==> src/mpo_pkg.sv <==
// ----------------------------------------------------------------------------
// MPPT tracker package
// Shared widths, codes, reset values and item types of the P&O tracker.
// ----------------------------------------------------------------------------
package mpo_pkg;

  localparam int unsigned DataW   = 32;
  localparam int unsigned SmpW    = 8;
  localparam int unsigned CfgIdxW = 3;

  // Width of v/1000 and of ceil(v/10) for a 32-bit v.
  localparam int unsigned MilliW  = 23;
  localparam int unsigned TenthW  = 29;

  // Reciprocals for exact constant division (verified error bounds).
  // floor(2v/5)    = (2v * R) >> 35
  localparam logic [33:0] RecipFifth    = 34'd6871947674;
  localparam int unsigned ShiftFifth    = 35;
  // floor(v/1000)  = (v * R) >> 38
  localparam logic [28:0] RecipThousand = 29'd274877907;
  localparam int unsigned ShiftThousand = 38;
  // floor(y/10)    = (y * R) >> 35, y < 2^33
  localparam logic [31:0] RecipTenth    = 32'd3435973837;
  localparam int unsigned ShiftTenth    = 35;

  localparam logic [SmpW-1:0] SettleSamples = 8'd5;

  // Register reset values
  localparam logic [DataW-1:0] RstVoltThr      = 32'd10;
  localparam logic [DataW-1:0] RstCurrThr      = 32'd10;
  localparam logic [DataW-1:0] RstInterval     = 32'd100;
  localparam logic [DataW-1:0] RstMaxStepHigh  = 32'd1000;
  localparam logic [DataW-1:0] RstMaxStepLow   = 32'd200;
  localparam logic [DataW-1:0] RstMinStepHigh  = 32'd10;
  localparam logic [DataW-1:0] RstMinStepLow   = 32'd2;

  typedef enum logic {
    OP_START = 1'b0,
    OP_TICK  = 1'b1
  } op_e;

  typedef enum logic [2:0] {
    CMD_HOLD         = 3'd0,
    CMD_ZERO_CURRENT = 3'd1,
    CMD_SET          = 3'd2,
    CMD_RAISE        = 3'd3,
    CMD_LOWER        = 3'd4
  } cmd_e;

  typedef enum logic [CfgIdxW-1:0] {
    CFG_VOLT_THR       = 3'd0,
    CFG_CURR_THR       = 3'd1,
    CFG_INTERVAL       = 3'd2,
    CFG_MAX_STEP_HIGH  = 3'd3,
    CFG_MAX_STEP_LOW   = 3'd4,
    CFG_MIN_STEP_HIGH  = 3'd5,
    CFG_MIN_STEP_LOW   = 3'd6
  } cfg_reg_e;

  typedef struct packed {
    logic             opcode;
    logic [DataW-1:0] start_voltage;
    logic [DataW-1:0] meas_voltage;
    logic [DataW-1:0] meas_current;
    logic [DataW-1:0] meas_power;
    logic [DataW-1:0] time_ms;
    logic [SmpW-1:0]  sample_number;
    logic             high_range;
  } in_item_t;

  typedef struct packed {
    cmd_e             command;
    logic [DataW-1:0] amount;
  } out_item_t;

  typedef struct packed {
    logic [DataW-1:0] volt_thr;
    logic [DataW-1:0] curr_thr;
    logic [DataW-1:0] interval;
    logic [DataW-1:0] max_step_high;
    logic [DataW-1:0] max_step_low;
    logic [DataW-1:0] min_step_high;
    logic [DataW-1:0] min_step_low;
  } cfg_regs_t;

  // Item after preparation: everything that does not depend on tracker state.
  typedef struct packed {
    logic             opcode;
    logic [DataW-1:0] start_voltage;
    logic [DataW-1:0] meas_power;
    logic [DataW-1:0] time_ms;
    logic [SmpW-1:0]  sample_number;
    logic             low_volt;
    logic             low_curr;
    logic [DataW-1:0] step_min;
    logic [DataW-1:0] step_lo;
    logic [DataW-1:0] step_hi;
    logic [DataW-1:0] open_ninety;
  } prep_item_t;

endpackage

==> src/mpo_in_if.sv <==
// ----------------------------------------------------------------------------
// Measurement item channel
// Valid/ready channel carrying one tracker input item.
// ----------------------------------------------------------------------------
interface mpo_in_if
  import mpo_pkg::*;
();
  logic     valid;
  logic     ready;
  in_item_t item;

  modport source (output valid, output item, input ready);
  modport sink   (input valid, input item, output ready);
endinterface

==> src/mpo_out_if.sv <==
// ----------------------------------------------------------------------------
// Load command channel
// Valid/ready channel carrying one tracker result item.
// ----------------------------------------------------------------------------
interface mpo_out_if
  import mpo_pkg::*;
();
  logic      valid;
  logic      ready;
  out_item_t item;

  modport source (output valid, output item, input ready);
  modport sink   (input valid, input item, output ready);
endinterface

==> src/mpo_cfg_if.sv <==
// ----------------------------------------------------------------------------
// Configuration write channel
// Valid/ready register write: register index and write data.
// ----------------------------------------------------------------------------
interface mpo_cfg_if
  import mpo_pkg::*;
();
  logic               valid;
  logic               ready;
  logic [CfgIdxW-1:0] reg_index;
  logic [DataW-1:0]   wdata;

  modport source (output valid, output reg_index, output wdata, input ready);
  modport sink   (input valid, input reg_index, input wdata, output ready);
endinterface

==> src/mpo_prep.sv <==
// ----------------------------------------------------------------------------
// Measurement preparation pipeline
// Input register, constant-division stage and step-limit stage.
// ----------------------------------------------------------------------------
module mpo_prep
  import mpo_pkg::*;
(
  input  logic       clk_i,
  input  logic       rst_ni,
  mpo_in_if.sink     in_i,
  input  cfg_regs_t  cfg_regs_i,
  output logic       prep_valid_o,
  output prep_item_t prep_item_o,
  input  logic       prep_ready_i
);

  typedef struct packed {
    in_item_t          item;
    logic [DataW-1:0]  top;      // floor(2v/5)
    logic [MilliW-1:0] bottom;   // floor(v/1000)
    logic [TenthW-1:0] tenth_up; // ceil(v/10)
  } div_item_t;

  logic       s1_valid_q, s2_valid_q, s3_valid_q;
  logic       s1_en, s2_en, s3_en;
  in_item_t   s1_q;
  div_item_t  s2_d, s2_q;
  prep_item_t s3_d, s3_q;

  assign s3_en = !s3_valid_q || prep_ready_i;
  assign s2_en = !s2_valid_q || s3_en;
  assign s1_en = !s1_valid_q || s2_en;

  assign in_i.ready   = s1_en;
  assign prep_valid_o = s3_valid_q;
  assign prep_item_o  = s3_q;

  // Stage 2: reciprocal multiplications
  logic [DataW:0]     dbl_v;
  logic [DataW+33:0]  prod_top;
  logic [DataW+28:0]  prod_bottom;
  logic [DataW:0]     v_plus9;
  logic [DataW+32:0]  prod_tenth;

  always_comb begin
    dbl_v       = {s1_q.meas_voltage, 1'b0};
    prod_top    = {33'd0, dbl_v} * {{DataW{1'b0}}, RecipFifth};
    prod_bottom = {29'd0, s1_q.meas_voltage} * {{DataW{1'b0}}, RecipThousand};
    v_plus9     = {1'b0, s1_q.meas_voltage} + 33'd9;
    prod_tenth  = {32'd0, v_plus9} * {{(DataW+1){1'b0}}, RecipTenth};

    s2_d.item     = s1_q;
    s2_d.top      = prod_top[ShiftFifth +: DataW];
    s2_d.bottom   = prod_bottom[ShiftThousand +: MilliW];
    s2_d.tenth_up = prod_tenth[ShiftTenth +: TenthW];
  end

  // Stage 3: clamp window [lo, hi] of the step size, flags
  logic [DataW-1:0] step_max, step_min, bottom_w, lo_a, hi_a, hi_b;

  always_comb begin
    step_max = s2_q.item.high_range ? cfg_regs_i.max_step_high : cfg_regs_i.max_step_low;
    step_min = s2_q.item.high_range ? cfg_regs_i.min_step_high : cfg_regs_i.min_step_low;
    bottom_w = {{(DataW-MilliW){1'b0}}, s2_q.bottom};

    // clamp of a zero step
    lo_a = (bottom_w > step_max) ? step_max : bottom_w;
    // clamp of an all-ones step
    hi_a = (s2_q.top > bottom_w) ? s2_q.top : bottom_w;
    hi_b = (hi_a > step_max) ? step_max : hi_a;

    s3_d.opcode        = s2_q.item.opcode;
    s3_d.start_voltage = s2_q.item.start_voltage;
    s3_d.meas_power    = s2_q.item.meas_power;
    s3_d.time_ms       = s2_q.item.time_ms;
    s3_d.sample_number = s2_q.item.sample_number;
    s3_d.low_volt      = s2_q.item.meas_voltage < cfg_regs_i.volt_thr;
    s3_d.low_curr      = s2_q.item.meas_current < cfg_regs_i.curr_thr;
    s3_d.step_min      = step_min;
    s3_d.step_lo       = (lo_a < step_min) ? step_min : lo_a;
    s3_d.step_hi       = (hi_b < step_min) ? step_min : hi_b;
    s3_d.open_ninety   = s2_q.item.meas_voltage -
                         {{(DataW-TenthW){1'b0}}, s2_q.tenth_up};
  end

  always_ff @(posedge clk_i or negedge rst_ni) begin
    if (!rst_ni) begin
      s1_valid_q <= 1'b0;
      s2_valid_q <= 1'b0;
      s3_valid_q <= 1'b0;
    end else begin
      if (s1_en) s1_valid_q <= in_i.valid;
      if (s2_en) s2_valid_q <= s1_valid_q;
      if (s3_en) s3_valid_q <= s2_valid_q;
    end
  end

  always_ff @(posedge clk_i) begin
    if (s1_en && in_i.valid) s1_q <= in_i.item;
    if (s2_en && s1_valid_q) s2_q <= s2_d;
    if (s3_en && s2_valid_q) s3_q <= s3_d;
  end

endmodule

==> src/mppt_perturb_observe_tracker.sv <==
// ----------------------------------------------------------------------------
// Perturb-and-observe MPPT tracker
// Voltage-mode maximum power point tracker with adaptive step size.
// ----------------------------------------------------------------------------
// Takes one item per clock and returns exactly one command item for each, in
// order. An item passes through four registers: input register, a stage with
// the three reciprocal multiplications (40 %, 0.1 % and 10 % of the measured
// voltage), a stage that works out the step clamp window and the low
// voltage/current flags, and the result register, where the tracker state is
// read and updated. A new item is taken every cycle as long as the sink
// keeps up; each stage stalls only when the one after it is full.
// Configuration writes are taken at any time (ready is always high) but must
// only be issued with no items in flight, since the prepared stages use the
// register values directly.
// ----------------------------------------------------------------------------
module mppt_perturb_observe_tracker
  import mpo_pkg::*;
(
  input  logic   clk_i,
  input  logic   rst_ni,
  mpo_in_if.sink    in_i,
  mpo_out_if.source out_o,
  mpo_cfg_if.sink   cfg_i
);

  // --------------------------------------------------------------------------
  // Configuration registers
  // --------------------------------------------------------------------------
  cfg_regs_t cfg_q;

  assign cfg_i.ready = 1'b1;

  always_ff @(posedge clk_i or negedge rst_ni) begin
    if (!rst_ni) begin
      cfg_q.volt_thr      <= RstVoltThr;
      cfg_q.curr_thr      <= RstCurrThr;
      cfg_q.interval      <= RstInterval;
      cfg_q.max_step_high <= RstMaxStepHigh;
      cfg_q.max_step_low  <= RstMaxStepLow;
      cfg_q.min_step_high <= RstMinStepHigh;
      cfg_q.min_step_low  <= RstMinStepLow;
    end else if (cfg_i.valid) begin
      unique case (cfg_i.reg_index)
        CFG_VOLT_THR:      cfg_q.volt_thr      <= cfg_i.wdata;
        CFG_CURR_THR:      cfg_q.curr_thr      <= cfg_i.wdata;
        CFG_INTERVAL:      cfg_q.interval      <= cfg_i.wdata;
        CFG_MAX_STEP_HIGH: cfg_q.max_step_high <= cfg_i.wdata;
        CFG_MAX_STEP_LOW:  cfg_q.max_step_low  <= cfg_i.wdata;
        CFG_MIN_STEP_HIGH: cfg_q.min_step_high <= cfg_i.wdata;
        CFG_MIN_STEP_LOW:  cfg_q.min_step_low  <= cfg_i.wdata;
        default: ;         // unmapped index, write ignored
      endcase
    end
  end

  // --------------------------------------------------------------------------
  // Preparation pipeline (state independent)
  // --------------------------------------------------------------------------
  logic       prep_valid;
  prep_item_t prep;
  logic       out_en;
  logic       fire;

  mpo_prep u_prep (
    .clk_i        (clk_i),
    .rst_ni       (rst_ni),
    .in_i         (in_i),
    .cfg_regs_i   (cfg_q),
    .prep_valid_o (prep_valid),
    .prep_item_o  (prep),
    .prep_ready_i (out_en)
  );

  // Result register is free or being emptied this cycle
  assign out_en = !out_o.valid || out_o.ready;
  assign fire   = prep_valid && out_en;

  // --------------------------------------------------------------------------
  // Tracker state
  // --------------------------------------------------------------------------
  logic             ready_q, ready_d;           // tracking initialised
  logic [SmpW-1:0]  saved_q, saved_d;           // sample number at last start
  logic [DataW-1:0] last_time_q, last_time_d;   // time of last P&O step
  logic [DataW-1:0] pwr_prev_q, pwr_prev_d;
  logic [DataW-1:0] pwr_prev2_q, pwr_prev2_d;
  logic             up_q, up_d;                 // planned direction
  logic             earlier_up_q, earlier_up_d; // direction one step back
  logic [DataW-1:0] step_q, step_d;

  logic             out_valid_q;
  out_item_t        out_q, out_d;

  // Step decision terms
  logic [DataW-1:0] elapsed;
  logic             interval_done;
  logic [DataW-1:0] step_base;
  logic [DataW-1:0] half_sum;
  logic             dir_new;
  logic [DataW:0]   grow_sum;
  logic [DataW-1:0] step_adj;
  logic [DataW-1:0] step_new;

  always_comb begin
    elapsed       = prep.time_ms - last_time_q;
    interval_done = elapsed > cfg_q.interval;

    // Low voltage or low current restart from the clamped minimum
    step_base = (prep.low_volt || prep.low_curr) ? prep.step_lo : step_q;

    // Power falls away from the trend: (p/2 + pp2/2) < pp means peak passed
    half_sum = {1'b0, prep.meas_power[DataW-1:1]} + {1'b0, pwr_prev2_q[DataW-1:1]};

    priority if (prep.low_volt) begin
      dir_new = 1'b1;
    end else if (prep.low_curr) begin
      dir_new = 1'b0;
    end else if (up_q != earlier_up_q) begin
      dir_new = (half_sum < pwr_prev_q) ? earlier_up_q : up_q;
    end else if (pwr_prev_q > prep.meas_power) begin
      dir_new = !up_q;
    end else begin
      dir_new = up_q;
    end

    // Grow while the direction holds, shrink on reversal (both saturating)
    grow_sum = {1'b0, step_base} + {1'b0, prep.step_min};
    if (dir_new == earlier_up_q) begin
      step_adj = grow_sum[DataW] ? {DataW{1'b1}} : grow_sum[DataW-1:0];
    end else begin
      step_adj = (step_base > prep.step_min) ? step_base - prep.step_min : '0;
    end

    // Clamp chain collapsed to one window computed upstream
    if (step_adj < prep.step_lo) begin
      step_new = prep.step_lo;
    end else if (step_adj > prep.step_hi) begin
      step_new = prep.step_hi;
    end else begin
      step_new = step_adj;
    end
  end

  always_comb begin
    ready_d      = ready_q;
    saved_d      = saved_q;
    last_time_d  = last_time_q;
    pwr_prev_d   = pwr_prev_q;
    pwr_prev2_d  = pwr_prev2_q;
    up_d         = up_q;
    earlier_up_d = earlier_up_q;
    step_d       = step_q;
    out_d.command = CMD_HOLD;
    out_d.amount  = '0;

    priority if (prep.opcode == OP_START) begin
      pwr_prev_d  = prep.meas_power;
      pwr_prev2_d = prep.meas_power;
      step_d      = prep.step_lo;
      saved_d     = prep.sample_number;
      if (prep.start_voltage == '0) begin
        // automatic start: zero the current, wait for open-circuit voltage
        out_d.command = CMD_ZERO_CURRENT;
        ready_d       = 1'b0;
      end else begin
        out_d.command = CMD_SET;
        out_d.amount  = prep.start_voltage;
        ready_d       = 1'b1;
      end
    end else if (!ready_q) begin
      // settling: set 90 % of open-circuit voltage five samples on
      if (prep.sample_number == saved_q + SettleSamples) begin
        out_d.command = CMD_SET;
        out_d.amount  = prep.open_ninety;
        saved_d       = prep.sample_number;
        ready_d       = 1'b1;
      end
    end else if (interval_done) begin
      up_d          = dir_new;
      earlier_up_d  = up_q;
      step_d        = step_new;
      pwr_prev2_d   = pwr_prev_q;
      pwr_prev_d    = prep.meas_power;
      last_time_d   = prep.time_ms;
      out_d.command = dir_new ? CMD_RAISE : CMD_LOWER;
      out_d.amount  = step_new;
    end else begin
      // interval not yet elapsed: hold, state kept
    end
  end

  always_ff @(posedge clk_i or negedge rst_ni) begin
    if (!rst_ni) begin
      ready_q      <= 1'b0;
      saved_q      <= '0;
      last_time_q  <= '0;
      pwr_prev_q   <= '0;
      pwr_prev2_q  <= '0;
      up_q         <= 1'b0;
      earlier_up_q <= 1'b0;
      step_q       <= '0;
      out_valid_q  <= 1'b0;
    end else begin
      if (out_en) out_valid_q <= prep_valid;
      if (fire) begin
        ready_q      <= ready_d;
        saved_q      <= saved_d;
        last_time_q  <= last_time_d;
        pwr_prev_q   <= pwr_prev_d;
        pwr_prev2_q  <= pwr_prev2_d;
        up_q         <= up_d;
        earlier_up_q <= earlier_up_d;
        step_q       <= step_d;
      end
    end
  end

  always_ff @(posedge clk_i) begin
    if (fire) out_q <= out_d;
  end

  assign out_o.valid = out_valid_q;
  assign out_o.item  = out_q;

endmodule
==> src/flat_wrapper.sv <==
// flat-port wrapper written by rule: the top's interface ports become plain ports
module mppt_perturb_observe_tracker_flat import mpo_pkg::*;
  (clk_i, rst_ni, in_i_valid, in_i_item, in_i_ready, out_o_valid, out_o_item, out_o_ready, cfg_i_valid, cfg_i_reg_index, cfg_i_wdata, cfg_i_ready);
  mpo_in_if in_i_i ();
  mpo_out_if out_o_i ();
  mpo_cfg_if cfg_i_i ();
  input  logic clk_i;
  input  logic rst_ni;
  input wire logic [$bits(in_i_i.valid)-1:0] in_i_valid;
  input wire logic [$bits(in_i_i.item)-1:0] in_i_item;
  output wire logic [$bits(in_i_i.ready)-1:0] in_i_ready;
  output wire logic [$bits(out_o_i.valid)-1:0] out_o_valid;
  output wire logic [$bits(out_o_i.item)-1:0] out_o_item;
  input wire logic [$bits(out_o_i.ready)-1:0] out_o_ready;
  input wire logic [$bits(cfg_i_i.valid)-1:0] cfg_i_valid;
  input wire logic [$bits(cfg_i_i.reg_index)-1:0] cfg_i_reg_index;
  input wire logic [$bits(cfg_i_i.wdata)-1:0] cfg_i_wdata;
  output wire logic [$bits(cfg_i_i.ready)-1:0] cfg_i_ready;
  assign in_i_i.valid = in_i_valid;
  assign in_i_i.item = in_i_item;
  assign in_i_ready = in_i_i.ready;
  assign out_o_valid = out_o_i.valid;
  assign out_o_item = out_o_i.item;
  assign out_o_i.ready = out_o_ready;
  assign cfg_i_i.valid = cfg_i_valid;
  assign cfg_i_i.reg_index = cfg_i_reg_index;
  assign cfg_i_i.wdata = cfg_i_wdata;
  assign cfg_i_ready = cfg_i_i.ready;
  mppt_perturb_observe_tracker u_core (.clk_i(clk_i), .rst_ni(rst_ni), .in_i(in_i_i), .out_o(out_o_i), .cfg_i(cfg_i_i));
endmodule
==> config.mk <==
export PLATFORM = sky130hd
export DESIGN_NAME = mppt_perturb_observe_tracker_flat
export DESIGN_NICKNAME = d
export VERILOG_FILES = /design/src/mpo_pkg.sv /design/src/mpo_in_if.sv /design/src/mpo_out_if.sv /design/src/mpo_cfg_if.sv /design/src/mpo_prep.sv /design/src/mppt_perturb_observe_tracker.sv /design/src/flat_wrapper.sv
export SDC_FILE = /design/constraint.sdc
export NUM_CORES = 2
export LEC_CHECK = 0
export BUFFER_PORTS_ARGS = -buffer_cell sky130_fd_sc_hd__buf_2
export CAP_MARGIN = 20
export CORE_MARGIN = 5
export CORE_UTILIZATION = 59
export CTS_BUF_LIST = sky130_fd_sc_hd__clkbuf_4
export DETAILED_ROUTE_END_ITERATION = 6
export GPL_TIMING_DRIVEN = 0
export PLACE_DENSITY_LB_ADDON = 0.1
export SLEW_MARGIN = 15
export SYNTH_ARGS = -nofsm -noshare
export SYNTH_HDL_FRONTEND = slang
export SYNTH_HIERARCHICAL = 1
export SYNTH_SLANG_ARGS = --single-unit
==> constraint.sdc <==
create_clock -name clk_i -period 8.59 [get_ports clk_i]
set_input_delay 1.2885 -clock clk_i [delete_from_list [all_inputs] [get_ports clk_i]]
set_output_delay 1.2885 -clock clk_i [all_outputs]
set_load 0.005 [all_outputs]
==> metrics <==
Initial DRC Count=4076; # port buffers=244; slowest stage delay, CP=roughly 0.56 ns; area grow syn2layout=15.5%; top-area cell type share of the netlist area=0.231; row count=between 100 and 150; FF+latch count, synth=between 900 and 1000; post-detailed-placement half-perimeter wirelength=approximately 180 mm; GRT Total Usage=0.322; Final Critical Period=9.10 ns; Max Transition Viols Final=0; Avg Cell Area, Syn=11.2 um2; Ports=248; Worst setup SP type=flip-flop; final worst slack=-0.515 ns; largest net degree at the start of global routing=108; layout cells sized above 1=0.208; count of final hold-check violations=0; Final Skew=0.136 ns; CP Class=flip-flop to flip-flop; first-pass GRT wire length=about 360 mm; Post-synth EDFFs=630; CP max stage cell=fa_1; final WL=235 mm; Starting Density=0.595; Fill cells=10500; core area=138000 um2; Hold WC Path Type=input port to flip-flop; DR DRC count=0; Mapped Cells=7290; Slew @ Worst Pin=~1.1 ns; Final Non-Filler Cells=10100; Clock Latency Late Sink=1.23 ns; main area contributors after synthesis=edfxtp_1, fa_1, ha_1, dfrtp_1, inv_1; die height=383 um; CTS root buffer=clkbuf_4; status=finished, violations left; RSZ-0062 raised after global routing=yes; routed len/inst=23.2 um; multi-input combinational cell area=about 50000 um2; Peak Freq=0.110 GHz; CTS Buf Count=approximately 280; die area=147000 um2; top-count cell post-synth=inv_1; grt total ovfl=0; register area=~28000 um2; Vias=57900; Final ANT Viol Nets=0; clock sink count=996; CP dominant cell by count=fa_1; WP data arrival=9.97 ns; clk slew on worst S/H paths=0.07 ns; final core occ=0.687; Ys Warns=6; Setup Viol. Count Final=76; DRT Pass-1 Iters=6; cell count after placement=approximately 9400; sequential area share after synthesis=0.343; Cell variety after synth=around 110; initial antenna violation count=15; Post-Syn Area=82000 um2; leading area contributor after synthesis=edfxtp_1; H-tree levels=5; Rel. slew slack=0.254; TritonCTS clock tree=done; Vias/cell=roughly 5.7; Crit path required time=between 9 and 10 ns; # nets final=10200; most instantiated cells after synthesis=inv_1, ha_1, fa_1; Crit Path Max Fanout=4; top_reg_cell synth=edfxtp_1; crit end category=flip-flop; max_cap viols=0; number of global-route vias before repair=60800; Tcrit/Tclk final=1.06; ys async rst share=0.367; width of the die=approximately 380 um; failing checks=setup timing; CTS Buffer Depth=4; GPL Wtd Cong=0.988
==> metal layers <==
| metal | vias up | GRT usage | share of wire |
|---|---|---|---|
| met5 | - | 0 | 0 |
| met4 | 0 | 0.151 | 0.054 |
| met3 | 572 | 0.0496 | 0.060 |
| met2 | 1966 | 0.547 | 0.49 |
| met1 | 28800 | 0.407 | 0.40 |
| li1 | 26500 | - | - |
==> logic make-up after synthesis <==
family,share of synthesized area
AO/OA/AOI/OAI,0.0951
XOR/XNOR,0.0218
adder cells (fa/ha/maj),0.353
buffers and inverters,0.0804
flip-flops,0.343
multiplexers,0.0481
other,0.0000916
AND/OR/NAND/NOR,0.0592
==> layout make-up <==
| cell class | count | area share |
|---|---|---|
| timing repair buffer | 542 | 0.0429 |
| multi-input combinational | 4601 | 0.526 |
| clock buffer | 416 | 0.0330 |
| inverter | 1531 | 0.0609 |
| clock inverter | 75 | 0.00514 |
| buffer | 169 | 0.0111 |
| antenna | 9 | 0.000238 |
| tap | 1794 | 0.0237 |
| sequential | 996 | 0.297 |
==> metrics by stage <==
step | hold slack (ns) | setup TNS (ns) | instance area [um2] | setup WS, ns
finish | 0.230 | -12.53 | 94700 | -0.515
CTS | 0.0982 | -5.63 | 93200 | -0.500
global route | 0.0991 | -37.11 | 94700 | -0.757
global placement | 0.402 | -1191.89 | 85900 | -3.28
floorplan | 0.400 | -0.0979 | 82400 | -0.0463
detailed placement | 0.405 | -229.83 | 86400 | -3.00
==> layout by cell type, fill, tap and decap left out, drive strengths merged, types with 13 or more instances in the layout <==
master	count
inv	1529
ha	1154
fa	723
edfxtp	630
buf	617
clkbuf	509
dfrtp	347
nand2	321
o21ai	316
a21oi	291
mux2	290
nor2	180
a21o	157
xnor2	126
xor2	78
nand4	71
mux2i	68
clkinv	66
nand3	65
nor3	62
nor2b	56
nand2b	54
o21a	40
a221o	40
a31oi	37
a211oi	32
o31ai	30
and2	29
a22o	28
or3	26
nor4	26
a22oi	24
and3	21
o211ai	19
o21bai	19
dfstp	19
or2	16
a221oi	15
nor3b	13
==> critical path: cells and delay by family (launching register included) <==
family	cells	cell delay (ns)
adder cells (fa/ha/maj)	10	4.09
AND/OR/NAND/NOR	11	1.71
buffers and inverters	11	1.25
AO/OA/AOI/OAI	6	0.81
flip-flops	1	0.53
XOR/XNOR	2	0.41
==> path summary, 6_finish.rpt <==
| check | startpoint | endpoint | cells after the start | slack [ns] |
|---|---|---|---|---|
| worst min-delay path | in_i_item[56] | u_core/u_prep/s1_q[56] | 1 | 0.23 |
| worst min register to register | u_core/u_prep/s1_q[140] | u_core/u_prep/s2_q[224] | 0 | 0.35 |
| worst max register to register | u_core/u_prep/dbl_v[6] | u_core/u_prep/s2_q[21] | 40 | -0.51 |
| max in group asynchronous | rst_ni | u_core/saved_q[2] | 4 | 6.72 |
| min in group asynchronous | rst_ni | u_core/last_time_q[23] | 2 | 0.61 |
| worst max-delay path | u_core/u_prep/dbl_v[6] | u_core/u_prep/s2_q[21] | 40 | -0.51 |
==> state kept, by name (all words and copies together) (netlist names), 8 cells and up <==
name                       flops
u_core/cfg_q                 224
u_core/u_prep/prep_item_o    203
u_core/u_prep/s2_q           199
u_core/u_prep/s1_q           138
u_core/out_o.item             35
u_core/last_time_q            32
u_core/pwr_prev_q             32
u_core/step_q                 32
u_core/u_prep/dbl_v           32
u_core/pwr_prev2_q            31
u_core/u_prep/bottom_w        23
u_core/saved_q                 8
==> what timing repair did <==
action / CTS / global route
pin swaps: 110 / 146
endpoints found under the setup margin: 99 / 100
setup buffers: 192 / 80
endpoints found under the hold margin: 48 / 0
resized for setup: 304 / 174
gates cloned: 3 / 2
hold buffers: 1 / 0
Power is not shown: default switching activity piles up to over one toggle a cycle in this logic, so the estimate is an artifact.
